[src/hdl/jtpi_pkg.sv]
// ----------------------------------------------------------------------------
// jtpi_pkg: shared types and constants for the joint torque PI loop
// Field widths, register codes, and the saturation helper used by the
// datapath and the channel interfaces.
// ----------------------------------------------------------------------------
package jtpi_pkg;

    // field widths
    localparam int DATA_W    = 32;          // Q16.16 signals and gains
    localparam int JOINT_W   = 3;           // joint index field
    localparam int TSTEP_W   = 24;          // Q0.24 control period
    localparam int CFG_IDX_W = 3;           // register index on the config word
    localparam int PROD_W    = 2 * DATA_W;  // full product width
    localparam int SUM_W     = 50;          // headroom for feedback sums

    // control period after reset (about 1 ms in Q0.24)
    localparam logic [TSTEP_W-1:0] TSTEP_RESET = 24'd16777;

    // configuration register map
    typedef enum logic [CFG_IDX_W-1:0] {
        REG_GAIN_PROP     = 3'd0,
        REG_GAIN_INTEGRAL = 3'd1,
        REG_GAIN_POSITION = 3'd2,
        REG_GAIN_VELOCITY = 3'd3,
        REG_TIME_STEP     = 3'd4
    } cfg_reg_t;

    // clamp a wide signed value to the signed 32-bit range
    function automatic logic signed [DATA_W-1:0] sat_data(input logic signed [SUM_W-1:0] v);
        logic signed [DATA_W-1:0] r;
        if ((&v[SUM_W-1:DATA_W-1]) || !(|v[SUM_W-1:DATA_W-1]))
            r = v[DATA_W-1:0];
        else if (v[SUM_W-1])
            r = {1'b1, {(DATA_W-1){1'b0}}};
        else
            r = {1'b0, {(DATA_W-1){1'b1}}};
        return r;
    endfunction

endpackage

[src/hdl/jtpi_intf.sv]
// ----------------------------------------------------------------------------
// jtpi_intf: channel interfaces of the joint torque PI loop
// Sample input channel, command output channel and configuration write
// channel, each a valid/ready pair with its payload.
// ----------------------------------------------------------------------------

// one joint sample per word
interface jtpi_sample_if
    import jtpi_pkg::*;
();
    logic                      valid;
    logic                      ready;
    logic [JOINT_W-1:0]        joint;
    logic                      start_req;
    logic                      has_point;
    logic signed [DATA_W-1:0]  effort_ff;
    logic signed [DATA_W-1:0]  pos_target;
    logic signed [DATA_W-1:0]  vel_target;
    logic signed [DATA_W-1:0]  pos_measured;
    logic signed [DATA_W-1:0]  vel_measured;
    logic signed [DATA_W-1:0]  torque_measured;
    logic signed [DATA_W-1:0]  gravity_torque;

    modport source (
        output valid, joint, start_req, has_point, effort_ff, pos_target,
               vel_target, pos_measured, vel_measured, torque_measured,
               gravity_torque,
        input  ready
    );
    modport sink (
        input  valid, joint, start_req, has_point, effort_ff, pos_target,
               vel_target, pos_measured, vel_measured, torque_measured,
               gravity_torque,
        output ready
    );
endinterface

// one torque command per word
interface jtpi_command_if
    import jtpi_pkg::*;
();
    logic                      valid;
    logic                      ready;
    logic [JOINT_W-1:0]        joint_out;
    logic signed [DATA_W-1:0]  torque_cmd;
    logic signed [DATA_W-1:0]  torque_ext;

    modport source (
        output valid, joint_out, torque_cmd, torque_ext,
        input  ready
    );
    modport sink (
        input  valid, joint_out, torque_cmd, torque_ext,
        output ready
    );
endinterface

// register write channel
interface jtpi_cfg_if
    import jtpi_pkg::*;
();
    logic                  valid;
    logic                  ready;
    logic [CFG_IDX_W-1:0]  index;
    logic [DATA_W-1:0]     data;

    modport source (
        output valid, index, data,
        input  ready
    );
    modport sink (
        input  valid, index, data,
        output ready
    );
endinterface

[src/hdl/jtpi_serial_mul.sv]
// ----------------------------------------------------------------------------
// jtpi_serial_mul: bit-serial signed multiplier
// Radix-2 shift-add: one multiplier bit per cycle, the sign bit's weight is
// subtracted on the last step. 34-bit adder.
// ----------------------------------------------------------------------------
module jtpi_serial_mul
    import jtpi_pkg::*;
(
    input  logic                      clk,
    input  logic                      rst_n,
    input  logic                      start,
    input  logic signed [DATA_W-1:0]  mcand,
    input  logic signed [DATA_W-1:0]  mplier,
    output logic                      done,
    output logic signed [PROD_W-1:0]  product
);

    localparam int CNT_W = $clog2(DATA_W);

    logic                      busy_reg;
    logic                      done_reg;
    logic [CNT_W-1:0]          cnt_reg;
    logic signed [DATA_W-1:0]  mcand_reg;
    logic signed [DATA_W:0]    hi_reg;
    logic [DATA_W-1:0]         lo_reg;

    logic                      last_step;
    logic signed [DATA_W+1:0]  mcand_ext;
    logic signed [DATA_W+1:0]  addend;
    logic signed [DATA_W+1:0]  sum;

    // partial product for the current multiplier bit
    always_comb
    begin
        last_step = (cnt_reg == CNT_W'(DATA_W - 1));
        mcand_ext = (DATA_W + 2)'(mcand_reg);
        if (!lo_reg[0])
            addend = '0;
        else if (last_step)
            addend = -mcand_ext;
        else
            addend = mcand_ext;
        sum = (DATA_W + 2)'(hi_reg) + addend;
    end

    // step control
    always_ff @(posedge clk or negedge rst_n)
    begin
        if (!rst_n)
        begin
            busy_reg <= 1'b0;
            done_reg <= 1'b0;
            cnt_reg  <= '0;
        end
        else
        begin
            done_reg <= 1'b0;
            if (start && !busy_reg)
            begin
                busy_reg <= 1'b1;
                cnt_reg  <= '0;
            end
            else if (busy_reg)
            begin
                cnt_reg <= cnt_reg + 1'b1;
                if (last_step)
                begin
                    busy_reg <= 1'b0;
                    done_reg <= 1'b1;
                end
            end
        end
    end

    // shift-add datapath
    always_ff @(posedge clk)
    begin
        if (start && !busy_reg)
        begin
            mcand_reg <= mcand;
            hi_reg    <= '0;
            lo_reg    <= mplier;
        end
        else if (busy_reg)
        begin
            hi_reg <= sum[DATA_W+1:1];
            lo_reg <= {sum[0], lo_reg[DATA_W-1:1]};
        end
    end

    assign done    = done_reg;
    assign product = {hi_reg[DATA_W-1:0], lo_reg};

endmodule

[src/hdl/jtpi_joint_state.sv]
// ----------------------------------------------------------------------------
// jtpi_joint_state: per-joint bias and error integral registers
// One read and one write port; joints outside the table read as zero and
// are never written.
// ----------------------------------------------------------------------------
module jtpi_joint_state
    import jtpi_pkg::*;
#(
    parameter int JOINTS = 7
)
(
    input  logic                      clk,
    input  logic                      rst_n,
    input  logic [JOINT_W-1:0]        rd_joint,
    output logic signed [DATA_W-1:0]  rd_bias,
    output logic signed [DATA_W-1:0]  rd_integ,
    input  logic                      wr_en,
    input  logic [JOINT_W-1:0]        wr_joint,
    input  logic signed [DATA_W-1:0]  wr_bias,
    input  logic signed [DATA_W-1:0]  wr_integ
);

    localparam int IDX_W = (JOINTS > 1) ? $clog2(JOINTS) : 1;
    localparam int CMP_W = $clog2(JOINTS + 1) + JOINT_W;

    logic signed [DATA_W-1:0]  bias_reg  [JOINTS];
    logic signed [DATA_W-1:0]  integ_reg [JOINTS];

    logic              rd_in_range;
    logic              wr_in_range;
    logic [IDX_W-1:0]  rd_idx;
    logic [IDX_W-1:0]  wr_idx;

    // range check and table index
    always_comb
    begin
        rd_in_range = (CMP_W'(rd_joint) < CMP_W'(JOINTS));
        wr_in_range = (CMP_W'(wr_joint) < CMP_W'(JOINTS));
        rd_idx      = IDX_W'(rd_joint);
        wr_idx      = IDX_W'(wr_joint);
        rd_bias     = '0;
        rd_integ    = '0;
        if (rd_in_range)
        begin
            rd_bias  = bias_reg[rd_idx];
            rd_integ = integ_reg[rd_idx];
        end
    end

    // write port, cleared on reset
    always_ff @(posedge clk or negedge rst_n)
    begin
        if (!rst_n)
        begin
            for (int i = 0; i < JOINTS; i++)
            begin
                bias_reg[i]  <= '0;
                integ_reg[i] <= '0;
            end
        end
        else if (wr_en && wr_in_range)
        begin
            bias_reg[wr_idx]  <= wr_bias;
            integ_reg[wr_idx] <= wr_integ;
        end
    end

endmodule

[src/hdl/joint_torque_pi_loop.sv]
// ----------------------------------------------------------------------------
// joint_torque_pi_loop: per-joint torque PI loop with PD feedforward
// Sequencer over two bit-serial multipliers and the per-joint state.
//
//   channel   dir   words                                  handshake
//   sample    in    one joint sample per tick              valid/ready
//   command   out   joint, torque command, ext. torque     valid/ready
//   cfg       in    register index and write data          valid/ready
//
// One sample at a time. With a trajectory point a sample takes three rounds
// of the bit-serial multipliers (PD feedback, integration, PI terms);
// without a point the multipliers are skipped.
// The next sample is taken while the previous command waits on the output.
// Reset clears bias and integral of every joint and loads the default gains.
// ----------------------------------------------------------------------------
module joint_torque_pi_loop
    import jtpi_pkg::*;
#(
    parameter int JOINTS = 7
)
(
    input  logic         clk,
    input  logic         rst_n,
    jtpi_sample_if.sink  sample,
    jtpi_command_if.source command,
    jtpi_cfg_if.sink     cfg
);

    typedef enum logic [3:0] {
        S_IDLE,
        S_PREP,
        S_EXT,
        S_WPD,
        S_DES1,
        S_DES2,
        S_ERR,
        S_IMUL,
        S_WI,
        S_INT,
        S_CMUL,
        S_WC,
        S_CMD1,
        S_CMD2,
        S_DONE
    } state_t;

    state_t  state_reg, state_next;
    logic    out_valid_reg, out_valid_next;

    // configuration registers
    logic signed [DATA_W-1:0]  gain_prop_reg;
    logic signed [DATA_W-1:0]  gain_integral_reg;
    logic signed [DATA_W-1:0]  gain_position_reg;
    logic signed [DATA_W-1:0]  gain_velocity_reg;
    logic [TSTEP_W-1:0]        time_step_reg;

    // sample fields
    logic [JOINT_W-1:0]        joint_reg;
    logic                      start_reg;
    logic                      point_reg;
    logic signed [DATA_W-1:0]  ff_reg;
    logic signed [DATA_W-1:0]  pt_reg;
    logic signed [DATA_W-1:0]  vt_reg;
    logic signed [DATA_W-1:0]  pm_reg;
    logic signed [DATA_W-1:0]  vm_reg;
    logic signed [DATA_W-1:0]  tm_reg;
    logic signed [DATA_W-1:0]  gt_reg;

    // working values
    logic signed [DATA_W:0]    tg_reg;
    logic signed [DATA_W-1:0]  tgs_reg;
    logic signed [DATA_W-1:0]  perr_reg;
    logic signed [DATA_W-1:0]  verr_reg;
    logic signed [DATA_W-1:0]  ext_reg;
    logic signed [DATA_W-1:0]  bias_new_reg;
    logic signed [DATA_W-1:0]  integ_reg;
    logic signed [47:0]        p1_reg;
    logic signed [47:0]        p2_reg;
    logic signed [39:0]        rint_reg;
    logic signed [SUM_W-1:0]   acc_reg;
    logic signed [DATA_W-1:0]  des_reg;
    logic signed [DATA_W-1:0]  err_reg;
    logic signed [DATA_W-1:0]  cmd_reg;

    // output word
    logic [JOINT_W-1:0]        joint_out_reg;
    logic signed [DATA_W-1:0]  cmd_out_reg;
    logic signed [DATA_W-1:0]  ext_out_reg;

    logic                      accept;
    logic                      out_load;
    logic signed [DATA_W-1:0]  bias_eff;

    // multiplier hookup
    logic                      mul_a_start, mul_b_start;
    logic signed [DATA_W-1:0]  mul_a_mcand, mul_a_mplier;
    logic signed [DATA_W-1:0]  mul_b_mcand, mul_b_mplier;
    logic                      mul_a_done, mul_b_done;
    logic signed [PROD_W-1:0]  mul_a_prod, mul_b_prod;
    logic signed [47:0]        rnd16_a, rnd16_b;
    logic signed [39:0]        rnd24_a;

    // joint state
    logic signed [DATA_W-1:0]  st_bias, st_integ;

    jtpi_serial_mul u_mul_a (
        .clk     (clk),
        .rst_n   (rst_n),
        .start   (mul_a_start),
        .mcand   (mul_a_mcand),
        .mplier  (mul_a_mplier),
        .done    (mul_a_done),
        .product (mul_a_prod)
    );

    jtpi_serial_mul u_mul_b (
        .clk     (clk),
        .rst_n   (rst_n),
        .start   (mul_b_start),
        .mcand   (mul_b_mcand),
        .mplier  (mul_b_mplier),
        .done    (mul_b_done),
        .product (mul_b_prod)
    );

    jtpi_joint_state #(
        .JOINTS (JOINTS)
    ) u_state (
        .clk      (clk),
        .rst_n    (rst_n),
        .rd_joint (joint_reg),
        .rd_bias  (st_bias),
        .rd_integ (st_integ),
        .wr_en    (out_load),
        .wr_joint (joint_reg),
        .wr_bias  (bias_new_reg),
        .wr_integ (integ_reg)
    );

    // multiplier operands by phase
    always_comb
    begin
        mul_a_start  = 1'b0;
        mul_b_start  = 1'b0;
        mul_a_mcand  = gain_prop_reg;
        mul_a_mplier = err_reg;
        mul_b_mcand  = gain_integral_reg;
        mul_b_mplier = integ_reg;
        unique case (state_reg)
            S_EXT:
            begin
                mul_a_start  = point_reg;
                mul_b_start  = point_reg;
                mul_a_mcand  = gain_position_reg;
                mul_a_mplier = perr_reg;
                mul_b_mcand  = gain_velocity_reg;
                mul_b_mplier = verr_reg;
            end
            S_IMUL:
            begin
                mul_a_start  = 1'b1;
                mul_a_mcand  = err_reg;
                mul_a_mplier = DATA_W'(time_step_reg);
            end
            S_CMUL:
            begin
                mul_a_start = 1'b1;
                mul_b_start = 1'b1;
            end
            default:
            begin
            end
        endcase
    end

    // round to nearest, ties up: floor(p / 2^s) plus bit s-1
    always_comb
    begin
        rnd16_a = mul_a_prod[PROD_W-1:16] + 48'(mul_a_prod[15]);
        rnd16_b = mul_b_prod[PROD_W-1:16] + 48'(mul_b_prod[15]);
        rnd24_a = mul_a_prod[PROD_W-1:24] + 40'(mul_a_prod[23]);
        bias_eff = start_reg ? tgs_reg : st_bias;
    end

    // sequencer
    always_comb
    begin
        state_next     = state_reg;
        out_valid_next = out_valid_reg;
        accept         = 1'b0;
        out_load       = 1'b0;
        if (command.ready)
            out_valid_next = 1'b0;
        unique case (state_reg)
            S_IDLE:
            begin
                accept = sample.valid;
                if (sample.valid)
                    state_next = S_PREP;
            end
            S_PREP: state_next = S_EXT;
            S_EXT:  state_next = point_reg ? S_WPD : S_DONE;
            S_WPD:
            begin
                if (mul_a_done && mul_b_done)
                    state_next = S_DES1;
            end
            S_DES1: state_next = S_DES2;
            S_DES2: state_next = S_ERR;
            S_ERR:  state_next = S_IMUL;
            S_IMUL: state_next = S_WI;
            S_WI:
            begin
                if (mul_a_done)
                    state_next = S_INT;
            end
            S_INT:  state_next = S_CMUL;
            S_CMUL: state_next = S_WC;
            S_WC:
            begin
                if (mul_a_done && mul_b_done)
                    state_next = S_CMD1;
            end
            S_CMD1: state_next = S_CMD2;
            S_CMD2: state_next = S_DONE;
            S_DONE:
            begin
                if (!out_valid_reg || command.ready)
                begin
                    out_load       = 1'b1;
                    out_valid_next = 1'b1;
                    state_next     = S_IDLE;
                end
            end
            default: state_next = S_IDLE;
        endcase
    end

    always_ff @(posedge clk or negedge rst_n)
    begin
        if (!rst_n)
        begin
            state_reg     <= S_IDLE;
            out_valid_reg <= 1'b0;
        end
        else
        begin
            state_reg     <= state_next;
            out_valid_reg <= out_valid_next;
        end
    end

    // register writes
    always_ff @(posedge clk or negedge rst_n)
    begin
        if (!rst_n)
        begin
            gain_prop_reg     <= '0;
            gain_integral_reg <= '0;
            gain_position_reg <= '0;
            gain_velocity_reg <= '0;
            time_step_reg     <= TSTEP_RESET;
        end
        else if (cfg.valid)
        begin
            unique case (cfg_reg_t'(cfg.index))
                REG_GAIN_PROP:     gain_prop_reg     <= cfg.data;
                REG_GAIN_INTEGRAL: gain_integral_reg <= cfg.data;
                REG_GAIN_POSITION: gain_position_reg <= cfg.data;
                REG_GAIN_VELOCITY: gain_velocity_reg <= cfg.data;
                REG_TIME_STEP:     time_step_reg     <= cfg.data[TSTEP_W-1:0];
                default:
                begin
                end
            endcase
        end
    end

    // datapath
    always_ff @(posedge clk)
    begin
        case (state_reg)
            S_IDLE:
            begin
                if (accept)
                begin
                    joint_reg <= sample.joint;
                    start_reg <= sample.start_req;
                    point_reg <= sample.has_point;
                    ff_reg    <= sample.effort_ff;
                    pt_reg    <= sample.pos_target;
                    vt_reg    <= sample.vel_target;
                    pm_reg    <= sample.pos_measured;
                    vm_reg    <= sample.vel_measured;
                    tm_reg    <= sample.torque_measured;
                    gt_reg    <= sample.gravity_torque;
                end
            end
            // measured minus gravity, position and velocity errors
            S_PREP:
            begin
                tg_reg   <= (DATA_W + 1)'(tm_reg) - (DATA_W + 1)'(gt_reg);
                tgs_reg  <= sat_data(SUM_W'(tm_reg) - SUM_W'(gt_reg));
                perr_reg <= sat_data(SUM_W'(pt_reg) - SUM_W'(pm_reg));
                verr_reg <= sat_data(SUM_W'(vt_reg) - SUM_W'(vm_reg));
            end
            // external torque with old or reloaded bias
            S_EXT:
            begin
                ext_reg      <= sat_data(SUM_W'(tg_reg) - SUM_W'(bias_eff));
                integ_reg    <= start_reg ? '0 : st_integ;
                bias_new_reg <= point_reg ? bias_eff : tgs_reg;
                if (!point_reg)
                    cmd_reg <= '0;
            end
            S_WPD:
            begin
                if (mul_a_done && mul_b_done)
                begin
                    p1_reg <= rnd16_a;
                    p2_reg <= rnd16_b;
                end
            end
            // desired torque and torque error
            S_DES1: acc_reg <= SUM_W'(ff_reg) + SUM_W'(p1_reg);
            S_DES2: des_reg <= sat_data(acc_reg + SUM_W'(p2_reg));
            S_ERR:  err_reg <= sat_data(SUM_W'(des_reg) - SUM_W'(ext_reg));
            S_WI:
            begin
                if (mul_a_done)
                    rint_reg <= rnd24_a;
            end
            // integrate error over the control period
            S_INT:  integ_reg <= sat_data(SUM_W'(integ_reg) + SUM_W'(rint_reg));
            S_WC:
            begin
                if (mul_a_done && mul_b_done)
                begin
                    p1_reg <= rnd16_a;
                    p2_reg <= rnd16_b;
                end
            end
            // command = desired + P term + I term
            S_CMD1: acc_reg <= SUM_W'(des_reg) + SUM_W'(p1_reg);
            S_CMD2: cmd_reg <= sat_data(acc_reg + SUM_W'(p2_reg));
            S_DONE:
            begin
                if (out_load)
                begin
                    joint_out_reg <= joint_reg;
                    cmd_out_reg   <= cmd_reg;
                    ext_out_reg   <= ext_reg;
                end
            end
            default:
            begin
            end
        endcase
    end

    // channel outputs
    assign sample.ready       = (state_reg == S_IDLE);
    assign cfg.ready          = 1'b1;
    assign command.valid      = out_valid_reg;
    assign command.joint_out  = joint_out_reg;
    assign command.torque_cmd = cmd_out_reg;
    assign command.torque_ext = ext_out_reg;

endmodule
[src/flat_wrapper.sv]
// flat-port wrapper written by rule: the top's interface ports become plain ports
module joint_torque_pi_loop_flat import jtpi_pkg::*;
#(
    parameter int JOINTS = 7
)
  (clk, rst_n, sample_valid, sample_joint, sample_start_req, sample_has_point, sample_effort_ff, sample_pos_target, sample_vel_target, sample_pos_measured, sample_vel_measured, sample_torque_measured, sample_gravity_torque, sample_ready, command_valid, command_joint_out, command_torque_cmd, command_torque_ext, command_ready, cfg_valid, cfg_index, cfg_data, cfg_ready);
  jtpi_sample_if sample_i ();
  jtpi_command_if command_i ();
  jtpi_cfg_if cfg_i ();
  input  logic clk;
  input  logic rst_n;
  input wire logic [$bits(sample_i.valid)-1:0] sample_valid;
  input wire logic [$bits(sample_i.joint)-1:0] sample_joint;
  input wire logic [$bits(sample_i.start_req)-1:0] sample_start_req;
  input wire logic [$bits(sample_i.has_point)-1:0] sample_has_point;
  input wire logic [$bits(sample_i.effort_ff)-1:0] sample_effort_ff;
  input wire logic [$bits(sample_i.pos_target)-1:0] sample_pos_target;
  input wire logic [$bits(sample_i.vel_target)-1:0] sample_vel_target;
  input wire logic [$bits(sample_i.pos_measured)-1:0] sample_pos_measured;
  input wire logic [$bits(sample_i.vel_measured)-1:0] sample_vel_measured;
  input wire logic [$bits(sample_i.torque_measured)-1:0] sample_torque_measured;
  input wire logic [$bits(sample_i.gravity_torque)-1:0] sample_gravity_torque;
  output wire logic [$bits(sample_i.ready)-1:0] sample_ready;
  output wire logic [$bits(command_i.valid)-1:0] command_valid;
  output wire logic [$bits(command_i.joint_out)-1:0] command_joint_out;
  output wire logic [$bits(command_i.torque_cmd)-1:0] command_torque_cmd;
  output wire logic [$bits(command_i.torque_ext)-1:0] command_torque_ext;
  input wire logic [$bits(command_i.ready)-1:0] command_ready;
  input wire logic [$bits(cfg_i.valid)-1:0] cfg_valid;
  input wire logic [$bits(cfg_i.index)-1:0] cfg_index;
  input wire logic [$bits(cfg_i.data)-1:0] cfg_data;
  output wire logic [$bits(cfg_i.ready)-1:0] cfg_ready;
  assign sample_i.valid = sample_valid;
  assign sample_i.joint = sample_joint;
  assign sample_i.start_req = sample_start_req;
  assign sample_i.has_point = sample_has_point;
  assign sample_i.effort_ff = sample_effort_ff;
  assign sample_i.pos_target = sample_pos_target;
  assign sample_i.vel_target = sample_vel_target;
  assign sample_i.pos_measured = sample_pos_measured;
  assign sample_i.vel_measured = sample_vel_measured;
  assign sample_i.torque_measured = sample_torque_measured;
  assign sample_i.gravity_torque = sample_gravity_torque;
  assign sample_ready = sample_i.ready;
  assign command_valid = command_i.valid;
  assign command_joint_out = command_i.joint_out;
  assign command_torque_cmd = command_i.torque_cmd;
  assign command_torque_ext = command_i.torque_ext;
  assign command_i.ready = command_ready;
  assign cfg_i.valid = cfg_valid;
  assign cfg_i.index = cfg_index;
  assign cfg_i.data = cfg_data;
  assign cfg_ready = cfg_i.ready;
  joint_torque_pi_loop #(.JOINTS(JOINTS)) u_core (.clk(clk), .rst_n(rst_n), .sample(sample_i), .command(command_i), .cfg(cfg_i));
endmodule
[config.mk]
export PLATFORM = sky130hd
export DESIGN_NAME = joint_torque_pi_loop_flat
export DESIGN_NICKNAME = d
export VERILOG_FILES = /design/src/hdl/jtpi_pkg.sv /design/src/hdl/jtpi_intf.sv /design/src/hdl/jtpi_serial_mul.sv /design/src/hdl/jtpi_joint_state.sv /design/src/hdl/joint_torque_pi_loop.sv /design/src/flat_wrapper.sv
export SDC_FILE = /design/constraint.sdc
export NUM_CORES = 2
export LEC_CHECK = 0
export BUFFER_PORTS_ARGS = -buffer_cell sky130_fd_sc_hd__buf_4
export CELL_PAD_IN_SITES_DETAIL_PLACEMENT = 0
export CELL_PAD_IN_SITES_GLOBAL_PLACEMENT = 1
export CORE_MARGIN = 1.5
export CORE_UTILIZATION = 40
export DETAILED_ROUTE_END_ITERATION = 6
export GPL_ROUTABILITY_DRIVEN = 1
export PLACE_DENSITY = 0.75
export SLEW_MARGIN = 20
export SYNTH_ARGS = -nofsm -noshare
export SYNTH_HDL_FRONTEND = slang
export SYNTH_SLANG_ARGS = --single-unit
[constraint.sdc]
create_clock -name clk -period 16.9 [get_ports clk]
set_input_delay 3.38 -clock clk [delete_from_list [all_inputs] [get_ports clk]]
set_output_delay 3.38 -clock clk [all_outputs]
set_load 0.02 [all_outputs]
==> impl_metrics.toml <==
[logic_synthesis]
synth_edf_count = 930
synth_xor_area_share_pct = 5.108
yosys_warnings = 0
synth_area_leaders = "edfxtp_1, dfrtp_1, mux2_2"
avgSynthCellArea_um2 = 11.63
syn_inst = 7267
synth_fa_ha_area_share_pct = 6.382
synth-simple-area-share_pct = 8.700
synth_area_leader_cell = "edfxtp_1"
ys.flop_type = "edfxtp_1"
synth_common_cells = "edfxtp_1, mux2_2, dfrtp_1"
synth.top_cell.area_share_pct = 33.03
syn_nets = 7922
synth_top_family_by_area = "compound AO/OA/AOI/OAI gates"
syn_area_um2 = 84540
synthMuxAreaShare_pct = 10.49
synth_cell_types = 101
ys_ff_latch = 1615
synth.yosys.seq_area_share_pct = 52.93
async_flop_share_pct = 38.33
synth.most_common_cell = "edfxtp_1"
synth_compound_area_share_pct = 13.71

[floorplan]
pin_count = 339
die_h_um = 462.7
die_area_um2 = 214100
initial_utilization_pct = 40.30
rows = 168
die_w_um = 462.7
core_area_um2 = 209800

[worst_setup_path]
cpMaxStageDelayCell = "clkinv_1"
cp.required_ps = 17460
cpMostUsedCell = "o21ai_0"
cp_data_arrival_time_ps = 8050
path_cells = "buf_12 > clkinv_1 > nor2_2 > buf_4 > nand2_1 > o21ai_0 > a221o_1 > a221oi_1 > o21ai_0 > ha_1 > inv_1 > fa_1 > a21oi_1 > o21ai_0 > a2111oi_2 > o31ai_1 > a211oi_1 > o21bai_1 > a21oi_1 > nor3_1 > a211oi_1 > xnor2_1 > o21ai_4 > o21ai_0"
end_kind = "flip-flop"
crit_path_start_kind = "flip-flop"
crit_fanout = 94
path_class = "flip-flop to flip-flop"
cpPeakStageDelay_ps = 670

[cells_and_area]
fillCellCount = 19080
layout-drive-gt1-share_pct = 19.43
final-seq-area_um2 = 44740
fin_nets = 8211
synthToLayoutAreaGrowth_pct = 13.97
multiInputGateArea_um2 = 37750
final_util_pct = 45.93

[timing]
relSlewSlack_pct = 15.48
clock.fmax_mhz = 133.5
worst_pin_slew_ps = 1259
finalHoldViolations = 0
slew_viol_final = 0
finClkSkew_ps = 44.07
tns_ps = 0
final-setup-viol-count = 0
period_needed_ps = 7489
period_share_pct = 44.31
rsz0062_at_grt = "false"

[pwr]
pwr-share-clk_pct = 39.8
p_comb_share_pct = 12.8
leakagePower_nw = 38.87
ir_drop_uv = 113.9
p_seq_share_pct = 47.4
p_switching_mw = 2.672
cellPowerDensity_nw_per_um2 = 104.5
total_power_mw = 10.07
internal-power_mw = 7.396
sw_frac_of_total_pct = 26.54

[grt]
antenna_found_initial = 10
track_usage_pct = 22.62
grt_pass1_vias = 57200
grt_pass1_wl_um = 367800
grt-ovfl-total = 0
grt_max_degree = 187

[worst_hold_path]
hold_path_class = "flip-flop to flip-flop"

[clock_network]
cts_tree = "yes"
clkLatencyLatePin_ps = 850
cts_root_buf = "clkbuf_16"
cts_buffer_depth = 3
cts_sinks = 1615
post_cts_resized = 0
htree_num_levels = 4
post_cts_buffers = 0
clk_pin_slew_worst_paths_ps = 60
hold_buffers = 0
cts_buffers = 174

[placement]
port_buffers = 337
hpwl_um = 182200
gp_congestion = 0.9299

[run]
maxCapViolCount = 0

[detailed_routing]
drtIter0Drc = 5227
antenna_left = 0
firstDrtPassIters = 6
wl_per_cell_um = 23.63
routed_wl_um = 248400
vias = 58880
viasPerCell = 5.600
drc_errors = 0

[status]
status = "finished, final reports clean"
## placed cells by master, fill, tap and decap left out, types with 118 or more instances in the layout
master	Yosys	routed
a21o_1	158	158
a21oi_1	525	523
buf_4	4	414
clkbuf_16	0	177
dfrtp_1	614	614
edfxtp_1	930	930
ha_1	376	376
inv_1	274	273
mux2_2	675	675
nand2_1	492	491
nand3_1	118	118
nor2_1	362	348
o21a_1	122	122
o21ai_0	417	414
xnor2_1	316	315
xor2_1	177	177
## worst paths after layout
path / from / to / slack [ps] / cells after the start
setup / recovery: u_core.joint_reg[2] / u_core.ext_reg[10] / 9410 / 24
hold / removal: u_core.cmd_reg[20] / u_core.command.torque_cmd[20] / 420 / 0
setup reg to reg: u_core.joint_reg[2] / u_core.ext_reg[10] / 9410 / 24
hold reg to reg: u_core.cmd_reg[20] / u_core.command.torque_cmd[20] / 420 / 0
max in group asynchronous: rst_n / u_core.u_state.integ_reg[163] / 11420 / 4
min in group asynchronous: rst_n / u_core.time_step_reg[9] / 2550 / 1
## final cells by class
class	count	area share (%)
Antenna cell	5	0.01299
Timing Repair Buffer	422	3.397
Inverter	275	1.073
Clock inverter	101	1.335
Clock buffer	224	4.915
Multi-Input combinational cell	5068	39.18
Tap cell	2805	3.643
Sequential cell	1615	46.44
## cells by family after synthesis
kind of cell,count (synthesis)
AO/OA/AOI/OAI,1821
flip-flops,1615
AND/OR/NAND/NOR,1530
multiplexers,788
buffers and inverters,584
XOR/XNOR,493
adder cells (fa/ha/maj),435
other,1
## through the flow
step / area (um2) / hold slack (ps) / cells / setup WS [ps]
2_1_floorplan: 84540 / 400.3 / 7267 / 6572
3_3_place_gp: 90230 / 408.9 / 10180 / 9202
3_5_place_dp: 90230 / 408.4 / 10180 / 9161
4_1_cts: 96260 / 419.4 / 10510 / 9129
6_report: 96350 / 420.8 / 10520 / 9411
5_1_grt: 96340 / 427.3 / 10510 / 8719
## critical path, delay by kind of cell (launching register included)
kind	cells	cell delay (ps)
DFF	1	370
and+or+nand+nor	3	420
adders and majority gates	2	650
xor gates and xnor gates	1	200
AOI/OAI and AO/OA	14	3780
buffers and inverters	4	1680
## power groups by stage
stage	registers, mW	clock network [mW]	logic [mW]
6_report	4.77	4.01	1.29
5_1_grt	4.80	4.24	1.42
4_1_cts	4.76	4.08	1.29
3_5_place_dp	4.84	0	1.28
3_3_place_gp	4.83	0	1.26
2_1_floorplan	4.68	0	0.948
## per-layer routing
layer | routed length [um] | up-vias | track usage, % | part of all wire [%]
li1 | - | 27430 | - | -
met1 | 113800 | 29280 | 32.31 | 46
met2 | 109500 | 1812 | 34.52 | 44
met3 | 14830 | 361 | 3.302 | 6.0
met4 | 10310 | 0 | 8.946 | 4.2
met5 | 0 | - | 0 | 0
(Power assumes the default switching activity.)
